File: src/rtl/mrc_pkg.sv
`default_nettype none
// ----------------------------------------------------------------------------
// mrc_pkg
// Shared types, codes and the CRC-16/MODBUS byte step for the Modbus RTU
// request builder and reply checker.
// ----------------------------------------------------------------------------
package mrc_pkg;

    localparam int CFG_IDX_W   = 2;
    localparam int QUEUE_DEPTH = 2;
    localparam int BEAT_W      = 4;

    localparam logic [7:0]  LEN_BYTE  = 8'h07;
    localparam logic [7:0]  BYTE_MASK = 8'hFF;
    localparam logic [15:0] CRC_SEED  = 16'hFFFF;
    localparam logic [15:0] CRC_POLY  = 16'hA001;

    // request beats
    localparam logic [BEAT_W-1:0] BEAT_LEN     = 4'd0;
    localparam logic [BEAT_W-1:0] BEAT_ADDR    = 4'd1;
    localparam logic [BEAT_W-1:0] BEAT_FUNC    = 4'd2;
    localparam logic [BEAT_W-1:0] BEAT_REG_HI  = 4'd3;
    localparam logic [BEAT_W-1:0] BEAT_REG_LO  = 4'd4;
    localparam logic [BEAT_W-1:0] BEAT_CNT_HI  = 4'd5;
    localparam logic [BEAT_W-1:0] BEAT_CNT_LO  = 4'd6;
    localparam logic [BEAT_W-1:0] BEAT_CRC_LO  = 4'd7;
    localparam logic [BEAT_W-1:0] BEAT_CRC_HI  = 4'd8;

    typedef enum logic [CFG_IDX_W-1:0] {
        CFG_SLAVE_ADDR = 2'd0,
        CFG_FUNC_CODE  = 2'd1,
        CFG_MAX_LEN    = 2'd2
    } t_cfg_idx;

    typedef enum logic {
        OP_SEND = 1'b0,
        OP_RECV = 1'b1
    } t_opcode;

    typedef enum logic {
        KIND_TX = 1'b0,
        KIND_RX = 1'b1
    } t_kind;

    typedef enum logic [2:0] {
        ST_ACCEPTED  = 3'd0,
        ST_OK        = 3'd1,
        ST_BAD_ADDR  = 3'd2,
        ST_BAD_FUNC  = 3'd3,
        ST_CRC_ERR   = 3'd4,
        ST_BUF_FULL  = 3'd5,
        ST_IGNORED   = 3'd6
    } t_status;

    typedef struct packed {
        t_opcode     opcode;
        logic [15:0] first_register;
        logic [15:0] register_count;
        logic [7:0]  rx_byte;
    } t_in_item;

    typedef struct packed {
        t_kind      kind;
        logic [7:0] tx_byte;
        logic       last;
        t_status    status;
        logic [7:0] payload_total;
    } t_out_item;

    // one entry of the front-to-back queue
    typedef struct packed {
        logic        is_send;
        logic [15:0] first_register;
        logic [15:0] register_count;
        logic [7:0]  slave_addr;
        logic [7:0]  func_code;
        t_status     status;
        logic [7:0]  payload_total;
    } t_job;

    function automatic logic [15:0] crc_step(input logic [15:0] crc, input logic [7:0] b);
        logic [15:0] c;
        c = crc ^ {8'h00, b};
        for (int k = 0; k < 8; k++) begin
            if (c[0]) begin
                c = (c >> 1) ^ CRC_POLY;
            end else begin
                c = c >> 1;
            end
        end
        return c;
    endfunction

endpackage
`default_nettype wire

File: src/rtl/mrc_front.sv
`default_nettype none
// ----------------------------------------------------------------------------
// mrc_front
// Accepts items, holds configuration and reply state, checks each reply byte
// and queues one job per item for the back end.
// ----------------------------------------------------------------------------
module mrc_front (
    input  wire                                i_clk,
    input  wire                                i_rst_n,
    input  wire                                i_cfg_we,
    input  wire  [mrc_pkg::CFG_IDX_W-1:0]      i_cfg_idx,
    input  wire  [7:0]                         i_cfg_data,
    input  wire                                i_in_valid,
    input  mrc_pkg::t_in_item                  i_in_data,
    output logic                               o_in_stall,
    output logic                               o_push,
    output mrc_pkg::t_job                      o_push_data,
    input  wire                                i_full
);
    import mrc_pkg::*;

    logic [7:0]  r_slave_addr, r_func_code, r_max_len;
    logic [8:0]  r_pos, n_pos;
    logic [7:0]  r_rbc, n_rbc;
    logic [15:0] r_crc, n_crc;
    logic [7:0]  r_crc_first, n_crc_first;
    logic        r_open, n_open;

    logic        accept;
    logic [7:0]  c;
    logic [8:0]  lim_cur, lim_new, pos_inc, cap;
    logic [8:0]  total_cur, total_new;
    logic        good;
    t_status     st;
    logic [7:0]  total;

    assign o_in_stall = i_full;
    assign accept     = i_in_valid && !i_full;
    assign c          = i_in_data.rx_byte;

    always_ff @(posedge i_clk) begin
        if (!i_rst_n) begin
            r_slave_addr <= 8'd1;
            r_func_code  <= 8'd4;
            r_max_len    <= BYTE_MASK;
        end else if (i_cfg_we) begin
            case (i_cfg_idx)
                CFG_SLAVE_ADDR: r_slave_addr <= i_cfg_data;
                CFG_FUNC_CODE:  r_func_code  <= i_cfg_data;
                CFG_MAX_LEN:    r_max_len    <= i_cfg_data;
                default:        ;
            endcase
        end
    end

    always_comb begin
        n_pos       = r_pos;
        n_rbc       = r_rbc;
        n_crc       = r_crc;
        n_crc_first = r_crc_first;
        n_open      = r_open;
        st          = ST_ACCEPTED;

        lim_cur   = 9'd3 + {1'b0, r_rbc};
        total_cur = (r_pos < lim_cur) ? r_pos : lim_cur;
        total     = total_cur[7:0];

        pos_inc   = r_pos + 9'd1;
        n_rbc     = (r_pos == 9'd2) ? c : r_rbc;
        lim_new   = 9'd3 + {1'b0, n_rbc};
        total_new = (pos_inc < lim_new) ? pos_inc : lim_new;
        cap       = (r_max_len == 8'd0) ? 9'd1 : {1'b0, r_max_len};
        good      = (r_crc_first == r_crc[7:0]) && (c == r_crc[15:8]);
        n_rbc     = r_rbc;

        if (i_in_data.opcode == OP_SEND) begin
            n_pos       = '0;
            n_rbc       = '0;
            n_crc       = CRC_SEED;
            n_crc_first = '0;
            n_open      = 1'b1;
            total       = '0;
        end else if (!r_open) begin
            st = ST_IGNORED;
        end else if (r_pos == 9'd0 && c != r_slave_addr) begin
            n_open = 1'b0;
            st     = ST_BAD_ADDR;
        end else if (r_pos == 9'd1 && c != r_func_code) begin
            n_open = 1'b0;
            st     = ST_BAD_FUNC;
        end else if (r_pos >= 9'd3 && r_pos == lim_cur + 9'd1) begin
            n_open = 1'b0;
            st     = good ? ST_OK : ST_CRC_ERR;
        end else begin
            if (r_pos == 9'd2) begin
                n_rbc = c;
            end
            // first trailing CRC byte is held aside, not hashed
            if (r_pos >= 9'd3 && r_pos == lim_cur) begin
                n_crc_first = c;
            end else begin
                n_crc = crc_step(r_crc, c);
            end
            n_pos = pos_inc;
            total = total_new[7:0];
            if (pos_inc >= cap) begin
                n_open = 1'b0;
                st     = ST_BUF_FULL;
            end
        end
    end

    always_ff @(posedge i_clk) begin
        if (!i_rst_n) begin
            r_pos       <= '0;
            r_rbc       <= '0;
            r_crc       <= CRC_SEED;
            r_crc_first <= '0;
            r_open      <= 1'b0;
        end else if (accept) begin
            r_pos       <= n_pos;
            r_rbc       <= n_rbc;
            r_crc       <= n_crc;
            r_crc_first <= n_crc_first;
            r_open      <= n_open;
        end
    end

    assign o_push = accept;

    always_comb begin
        o_push_data.is_send        = (i_in_data.opcode == OP_SEND);
        o_push_data.first_register = i_in_data.first_register;
        o_push_data.register_count = i_in_data.register_count;
        o_push_data.slave_addr     = r_slave_addr;
        o_push_data.func_code      = r_func_code;
        o_push_data.status         = st;
        o_push_data.payload_total  = total;
    end

endmodule
`default_nettype wire

File: src/rtl/mrc_queue.sv
`default_nettype none
// ----------------------------------------------------------------------------
// mrc_queue
// Short FIFO of jobs between the front and back ends.
// ----------------------------------------------------------------------------
module mrc_queue (
    input  wire            i_clk,
    input  wire            i_rst_n,
    input  wire            i_push,
    input  mrc_pkg::t_job  i_push_data,
    output logic           o_full,
    input  wire            i_pop,
    output mrc_pkg::t_job  o_head,
    output logic           o_empty
);
    import mrc_pkg::*;

    localparam int AW = $clog2(QUEUE_DEPTH);

    t_job          r_mem [QUEUE_DEPTH];
    logic [AW-1:0] r_wr, r_rd;
    logic [AW:0]   r_cnt;

    assign o_full  = (r_cnt == (AW+1)'(QUEUE_DEPTH));
    assign o_empty = (r_cnt == '0);
    assign o_head  = r_mem[r_rd];

    always_ff @(posedge i_clk) begin
        if (i_push) begin
            r_mem[r_wr] <= i_push_data;
        end
    end

    always_ff @(posedge i_clk) begin
        if (!i_rst_n) begin
            r_wr  <= '0;
            r_rd  <= '0;
            r_cnt <= '0;
        end else begin
            if (i_push) begin
                r_wr <= (r_wr == AW'(QUEUE_DEPTH - 1)) ? '0 : r_wr + AW'(1);
            end
            if (i_pop) begin
                r_rd <= (r_rd == AW'(QUEUE_DEPTH - 1)) ? '0 : r_rd + AW'(1);
            end
            if (i_push && !i_pop) begin
                r_cnt <= r_cnt + (AW+1)'(1);
            end else if (i_pop && !i_push) begin
                r_cnt <= r_cnt - (AW+1)'(1);
            end
        end
    end

endmodule
`default_nettype wire

File: src/rtl/mrc_back.sv
`default_nettype none
// ----------------------------------------------------------------------------
// mrc_back
// Drains queued jobs into output beats: nine request bytes with a serial
// CRC for a send, one status beat for a reply byte.
// ----------------------------------------------------------------------------
module mrc_back (
    input  wire                 i_clk,
    input  wire                 i_rst_n,
    input  mrc_pkg::t_job       i_head,
    input  wire                 i_empty,
    output logic                o_pop,
    output logic                o_out_valid,
    input  wire                 i_out_stall,
    output mrc_pkg::t_out_item  o_out_data
);
    import mrc_pkg::*;

    logic                r_valid;
    t_out_item           r_out, n_out;
    logic [BEAT_W-1:0]   r_beat, n_beat;
    logic [15:0]         r_crc, n_crc;
    logic                load;
    logic [7:0]          byte_sel;

    assign load = !r_valid || !i_out_stall;

    always_comb begin
        case (r_beat)
            BEAT_LEN:    byte_sel = LEN_BYTE;
            BEAT_ADDR:   byte_sel = i_head.slave_addr;
            BEAT_FUNC:   byte_sel = i_head.func_code;
            BEAT_REG_HI: byte_sel = i_head.first_register[15:8];
            BEAT_REG_LO: byte_sel = i_head.first_register[7:0];
            BEAT_CNT_HI: byte_sel = i_head.register_count[15:8];
            BEAT_CNT_LO: byte_sel = i_head.register_count[7:0];
            BEAT_CRC_LO: byte_sel = r_crc[7:0];
            BEAT_CRC_HI: byte_sel = r_crc[15:8];
            default:     byte_sel = '0;
        endcase
    end

    always_comb begin
        o_pop  = 1'b0;
        n_beat = r_beat;
        n_crc  = r_crc;
        n_out  = r_out;
        if (load && !i_empty) begin
            if (i_head.is_send) begin
                n_out.kind          = KIND_TX;
                n_out.tx_byte       = byte_sel;
                n_out.last          = (r_beat == BEAT_CRC_HI);
                n_out.status        = ST_ACCEPTED;
                n_out.payload_total = '0;
                // hash the six bytes after the length byte
                if (r_beat == BEAT_LEN) begin
                    n_crc = CRC_SEED;
                end else if (r_beat <= BEAT_CNT_LO) begin
                    n_crc = crc_step(r_crc, byte_sel);
                end
                if (r_beat == BEAT_CRC_HI) begin
                    o_pop  = 1'b1;
                    n_beat = BEAT_LEN;
                end else begin
                    n_beat = r_beat + BEAT_W'(1);
                end
            end else begin
                n_out.kind          = KIND_RX;
                n_out.tx_byte       = '0;
                n_out.last          = 1'b0;
                n_out.status        = i_head.status;
                n_out.payload_total = i_head.payload_total;
                o_pop               = 1'b1;
            end
        end
    end

    always_ff @(posedge i_clk) begin
        if (!i_rst_n) begin
            r_valid <= 1'b0;
            r_beat  <= BEAT_LEN;
        end else begin
            if (load) begin
                r_valid <= !i_empty;
            end
            r_beat <= n_beat;
        end
    end

    always_ff @(posedge i_clk) begin
        r_out <= n_out;
        r_crc <= n_crc;
    end

    assign o_out_valid = r_valid;
    assign o_out_data  = r_out;

endmodule
`default_nettype wire

File: src/rtl/modbus_rtu_request_response_checker_top.sv
`default_nettype none
// ----------------------------------------------------------------------------
// modbus_rtu_request_response_checker_top
// Modbus RTU master: builds read requests with CRC-16/MODBUS and checks the
// reply byte stream.
//
// Input channel (i_in_valid / o_in_stall): a send item yields nine transmit
// beats (length byte, address, function, start, count, CRC low/high; last on
// the ninth) and opens a new reply; a receive item carries one reply byte and
// yields one status beat. Output channel (o_out_valid / i_out_stall).
// An accepted item is written into the job queue; with the output idle, its
// first beat is then loaded into the output register. Throughput: one receive
// item per cycle unless the output stalls; a send item holds the output for
// its nine beats, one beat per cycle, since the request CRC is computed one
// byte per beat in the back end. A two-entry job queue separates the checker
// from the output register, so input keeps flowing while a result waits.
// Configuration writes (i_cfg_we, i_cfg_idx, i_cfg_data) take effect the next
// cycle; index 0 slave address, 1 function code, 2 reply buffer size.
// Reset: synchronous, active low; registers return to 1, 4, 255 and no reply
// is open. When the receiver stalls, the output beat holds and the input
// stalls once the queue is full.
// ----------------------------------------------------------------------------
module modbus_rtu_request_response_checker_top (
    input  wire                             i_clk,
    input  wire                             i_rst_n,
    input  wire                             i_cfg_we,
    input  wire  [mrc_pkg::CFG_IDX_W-1:0]   i_cfg_idx,
    input  wire  [7:0]                      i_cfg_data,
    input  wire                             i_in_valid,
    output logic                            o_in_stall,
    input  mrc_pkg::t_in_item               i_in_data,
    output logic                            o_out_valid,
    input  wire                             i_out_stall,
    output mrc_pkg::t_out_item              o_out_data
);
    import mrc_pkg::*;

    logic push, full, pop, empty;
    t_job push_data, head;

    mrc_front u_front (
        .i_clk       (i_clk),
        .i_rst_n     (i_rst_n),
        .i_cfg_we    (i_cfg_we),
        .i_cfg_idx   (i_cfg_idx),
        .i_cfg_data  (i_cfg_data),
        .i_in_valid  (i_in_valid),
        .i_in_data   (i_in_data),
        .o_in_stall  (o_in_stall),
        .o_push      (push),
        .o_push_data (push_data),
        .i_full      (full)
    );

    mrc_queue u_queue (
        .i_clk       (i_clk),
        .i_rst_n     (i_rst_n),
        .i_push      (push),
        .i_push_data (push_data),
        .o_full      (full),
        .i_pop       (pop),
        .o_head      (head),
        .o_empty     (empty)
    );

    mrc_back u_back (
        .i_clk       (i_clk),
        .i_rst_n     (i_rst_n),
        .i_head      (head),
        .i_empty     (empty),
        .o_pop       (pop),
        .o_out_valid (o_out_valid),
        .i_out_stall (i_out_stall),
        .o_out_data  (o_out_data)
    );

endmodule
`default_nettype wire
File: config.mk
export PLATFORM = sky130hd
export DESIGN_NAME = modbus_rtu_request_response_checker_top
export DESIGN_NICKNAME = d
export VERILOG_FILES = /design/src/rtl/mrc_pkg.sv /design/src/rtl/mrc_front.sv /design/src/rtl/mrc_queue.sv /design/src/rtl/mrc_back.sv /design/src/rtl/modbus_rtu_request_response_checker_top.sv
export SDC_FILE = /design/constraint.sdc
export NUM_CORES = 1
export LEC_CHECK = 0
export BUFFER_PORTS_ARGS = -buffer_cell sky130_fd_sc_hd__buf_2
export CAP_MARGIN = 10
export CORE_MARGIN = 2
export CORE_UTILIZATION = 50
export DETAILED_ROUTE_END_ITERATION = 8
export PLACE_DENSITY = 0.68
export RECOVER_POWER = 100
export SLEW_MARGIN = 40
export SYNTH_ARGS = -nofsm -noshare
export SYNTH_HDL_FRONTEND = slang
export SYNTH_SLANG_ARGS = --single-unit
File: constraint.sdc
create_clock -name i_clk -period 10.2 [get_ports i_clk]
set_input_delay 0 -clock i_clk [delete_from_list [all_inputs] [get_ports i_clk]]
set_output_delay 0 -clock i_clk [all_outputs]
set_load 0.02 [all_outputs]
==> impl_metrics.csv <==
group,metric,value,unit
worst_setup_path,critPathBufInv,1,
worst_setup_path,crit_fanout,40,
drt,ant_nets,0,
power,comb_power_share,0.242,
drt,drcViolationCount,0,
synth,netlist_area,0.0116,mm²
synth,synth_cell_types,75,
global_routing,grt_first_pass_wirelength,43400,µm
floorplan,row_count,55,
drt,viasPerCell,5.76,
worst_setup_path,cp_cell_sequence,"clkbuf_1, mux2i_1, o22ai_1, a2111oi_0, nand2_1, mux2i_1, xor2_1, xnor3_1, xnor2_1, nand2_1",
clocking,clock-sinks,233,
global_routing,track_usage,0.228,
worst_setup_path,crit_arrival,6.43,ns
synth,syn_avg_cell_area,11.7,µm²
synth,synthesis.nets,1083,
clocking,cts_htree_levels,1,
power,switching_share,0.299,
power,seqPwrFrac,0.451,
synth,synth_edf_count,157,
power,intPower,1.95,mW
synth,yosysWarnings,0,
status,status,"finished with violations",
sta,skew,0.0157,ns
clocking,cts_tree,"yes",
worst_setup_path,start_kind,"register",
floorplan,ios,79,
worst_setup_path,critPathRequiredTime,10.45,ns
clocking,clk_pin_slew,0.06,ns
drt,wl_per_cell,19.8,µm
clocking,clk_latency,0.52,ns
floorplan,start_util,0.511,
worst_setup_path,slowest_stage,"clkbuf_1",
sta,min_period_over_period,0.606,
drt,routed_wl,27700,µm
sta,max_freq,0.162,GHz
worst_setup_path,max_stage_delay,2.07,ns
clocking,clockRootBuffer,"clkbuf_16",
clocking,clockBufferDepth,3,
power,p_sw,833,µW
finish,drive_gt1_frac,0.0707,
power,power_density,210,mW/mm²
power,clkPwrFrac,0.307,
drt,drt_iter0_drc,564,
sta,grt_setup_unrepaired,"no",
sta,final-hold-violation-count,0,
sta,tns,0,ns
global_routing,grt_pass1_vias,7985,
worst_setup_path,critPathTopFamily,"buffers and inverters",
sta,slew_headroom,-1.13,
worst_setup_path,reg2reg_slack,4.02,ns
floorplan,chipWidth,156,µm
global_routing,grt_max_degree,61,
hold_path,holdPathStages,5,
finish,nets,1191,
synth,ys_ff_latch,233,
finish,mostFrequentLayoutCell,"edfxtp_1",
worst_setup_path,reg2reg_depth,10,
sta,layout_min_cycle_time,6.18,ns
floorplan,core,0.0226,mm²
drt,firstDrtPassIters,5,
synth,synth_seq_area_share,0.539,
worst_setup_path,end_kind,"register",
synth,async_flop_share,0,
sta,worstMarginPinSlew,3.19,ns
power,ir_worst_vdd,130,µV
drt,vias,8092,
status,violations,"max-capacitance violations, max-slew violations",
placement,dp_hpwl,19000,µm
power,p_total,2.79,mW
worst_setup_path,r2r_end,"u_back.r_crc[0]$_SDFFCE_PN1P_",
floorplan,dieArea,0.0244,mm²
global_routing,grt.overflow.total,0,
placement,gp_congestion,0.912,
worst_setup_path,crit_path_end,"u_back.r_crc[0]$_SDFFCE_PN1P_",
sta,drv_slew,231,
synth,ys.flop_type,"edfxtp_1",
floorplan,fp.dieH,156,µm
job,drv_cap,6,
hold_path,worstHoldPathType,"input pin to register",
clocking,cts_buffers,25,
sta,setup_viol_count_final,0,
finish,syn_to_final_growth,14.8,%
global_routing,antenna_found_initial,1,
synth,syn_inst,991,
worst_setup_path,cp_num_cells,10,
placement,numPortBuffers,78,
power,total_leakage_power,4.63,nW
worst_setup_path,path_class,"register to register",
finish,layout_common_cells,"157 x edfxtp_1, 79 x mux2i_1, 76 x dfxtp_1, 72 x nand2_1, 66 x clkbuf_1",
==> layout make-up <==
cell class / instances / area, µm²
tap: 285 / 357
antenna: 1 / 2.50
fill: 1901 / 9370
clock inverter: 11 / 87.6
timing repair buffer: 141 / 901
sequential: 233 / 6240
multi-input combinational: 671 / 4900
inverter: 27 / 101
clock buffer: 35 / 683
==> routing by layer <==
layer,track usage,part of all wire
met1,0.311,0.44
met2,0.378,0.48
met3,0.0422,0.061
met4,0.0603,0.019
met5,0,0
==> what timing repair did <==
item	in CTS	in global routing
hold buffers	53	0
endpoints found under the hold margin	106	0
gates resized for setup	0	0
setup buffers	0	0
==> state kept, by name, summed over array words and instances (netlist names), named ones only <==
| signal | flops |
|---|---|
| u_back.r_beat | 4 |
| u_back.o_out_valid | 1 |
| u_front.r_func_code | 8 |
| u_back.o_out_data | 21 |
| u_front.r_crc_first | 8 |
| u_back.r_crc | 16 |
| u_queue.r_wr | 1 |
| u_front.r_rbc | 8 |
| u_queue.r_rd | 1 |
| u_front.r_open | 1 |
| u_queue.r_mem | 120 |
| u_front.r_pos | 9 |
| u_front.r_slave_addr | 8 |
| u_front.r_max_len | 8 |
| u_queue.r_cnt | 2 |
| u_front.r_crc | 16 |
==> stage by stage <==
step | area [µm²] | hold WS, ns | instances | worst slack, ns | util
after floorplan | 11600 | 0.0989 | 991 | 6.06 | -
after global placement | 12100 | 0.189 | 1302 | 5.02 | 0.535
after detailed placement | 12100 | 0.192 | 1303 | 5.25 | 0.535
after CTS | 13400 | 0.0364 | 1402 | 5.24 | 0.593
after global routing | 13300 | 0.0792 | 1404 | 3.44 | 0.586
final | 13300 | 0.0548 | 1404 | 4.02 | 0.586
==> cell families after synthesis <==
| kind of cell | synth area share |
|---|---|
| simple gates | 0.111 |
| flops | 0.539 |
| compound gates | 0.117 |
| xor+xnor | 0.0831 |
| buf+inv | 0.0340 |
| mux | 0.0768 |
| fa+ha+maj | 0.0389 |
==> synth_stat cells, types with 3 or more instances <==
cell | count | area, µm²
and3_1 | 15 | 93.8
nor2b_1 | 7 | 43.8
mux2_2 | 6 | 67.6
clkbuf_1 | 36 | 135
and2_1 | 6 | 37.5
o21ai_0 | 33 | 165
o2bb2ai_1 | 3 | 26.3
a21oi_1 | 28 | 140
nor2_1 | 62 | 233
nand2b_1 | 8 | 50.1
xor2_1 | 36 | 315
or4_1 | 3 | 22.5
a32o_1 | 14 | 140
xnor2_1 | 64 | 561
or3b_1 | 4 | 35.0
o221ai_1 | 5 | 43.8
o21a_1 | 7 | 52.6
edfxtp_1 | 157 | 4710
mux2i_1 | 77 | 771
buf_6 | 6 | 67.6
nand4_1 | 12 | 75.1
o211ai_1 | 12 | 90.1
buf_2 | 13 | 65.1
a22o_1 | 5 | 43.8
o2111ai_1 | 6 | 52.6
dfxtp_1 | 76 | 1520
nor4_1 | 9 | 56.3
a31oi_1 | 9 | 56.3
nand3_1 | 21 | 105
a21o_1 | 7 | 52.6
ha_1 | 36 | 450
nand3b_1 | 5 | 37.5
o32ai_1 | 5 | 43.8
inv_1 | 25 | 93.8
a2bb2oi_1 | 9 | 78.8
o22ai_1 | 18 | 113
nor3_1 | 13 | 65.1
o22a_1 | 7 | 61.3
or3_1 | 4 | 25.0
nand2_1 | 72 | 270
buf_1 | 3 | 11.3
==> worst reg2reg max path, cell delays in order, from the launching register on <==
cell and delay [ns]:
dfxtp_1 1.08, clkbuf_1 2.07, mux2i_1 0.41, o22ai_1 0.19, a2111oi_0 0.67, nand2_1 0.15, mux2i_1 0.30, xor2_1 0.34
xnor3_1 0.49, xnor2_1 0.15, nand2_1 0.07
==> worst min path at each step <==
stage	startpoint	endpoint	slack (ns)
floorplan	i_in_data[8]	u_queue.r_mem[0][27]$_DFFE_PP_	0.1
global placement	i_in_data[24]	u_queue.r_mem[1][43]$_DFFE_PP_	0.19
detailed placement	i_in_data[24]	u_queue.r_mem[1][43]$_DFFE_PP_	0.19
CTS	i_cfg_idx[1]	u_front.r_slave_addr[2]$_SDFFE_PN0P_	0.04
global route	i_cfg_idx[1]	u_front.r_slave_addr[4]$_SDFFE_PN0P_	0.08
finish	i_cfg_idx[1]	u_front.r_slave_addr[1]$_SDFFE_PN0P_	0.05
==> power by group through the flow <==
stage	combinational (mW)	clock, mW	sequential, mW
floorplan	0.473	0	1.30
detailed placement	0.676	0	1.27
finish	0.674	0.854	1.26
global route	0.740	0.904	1.27
global placement	0.670	0	1.27
CTS	0.695	0.868	1.25
Note: power is estimated with default switching activity, not from simulation.
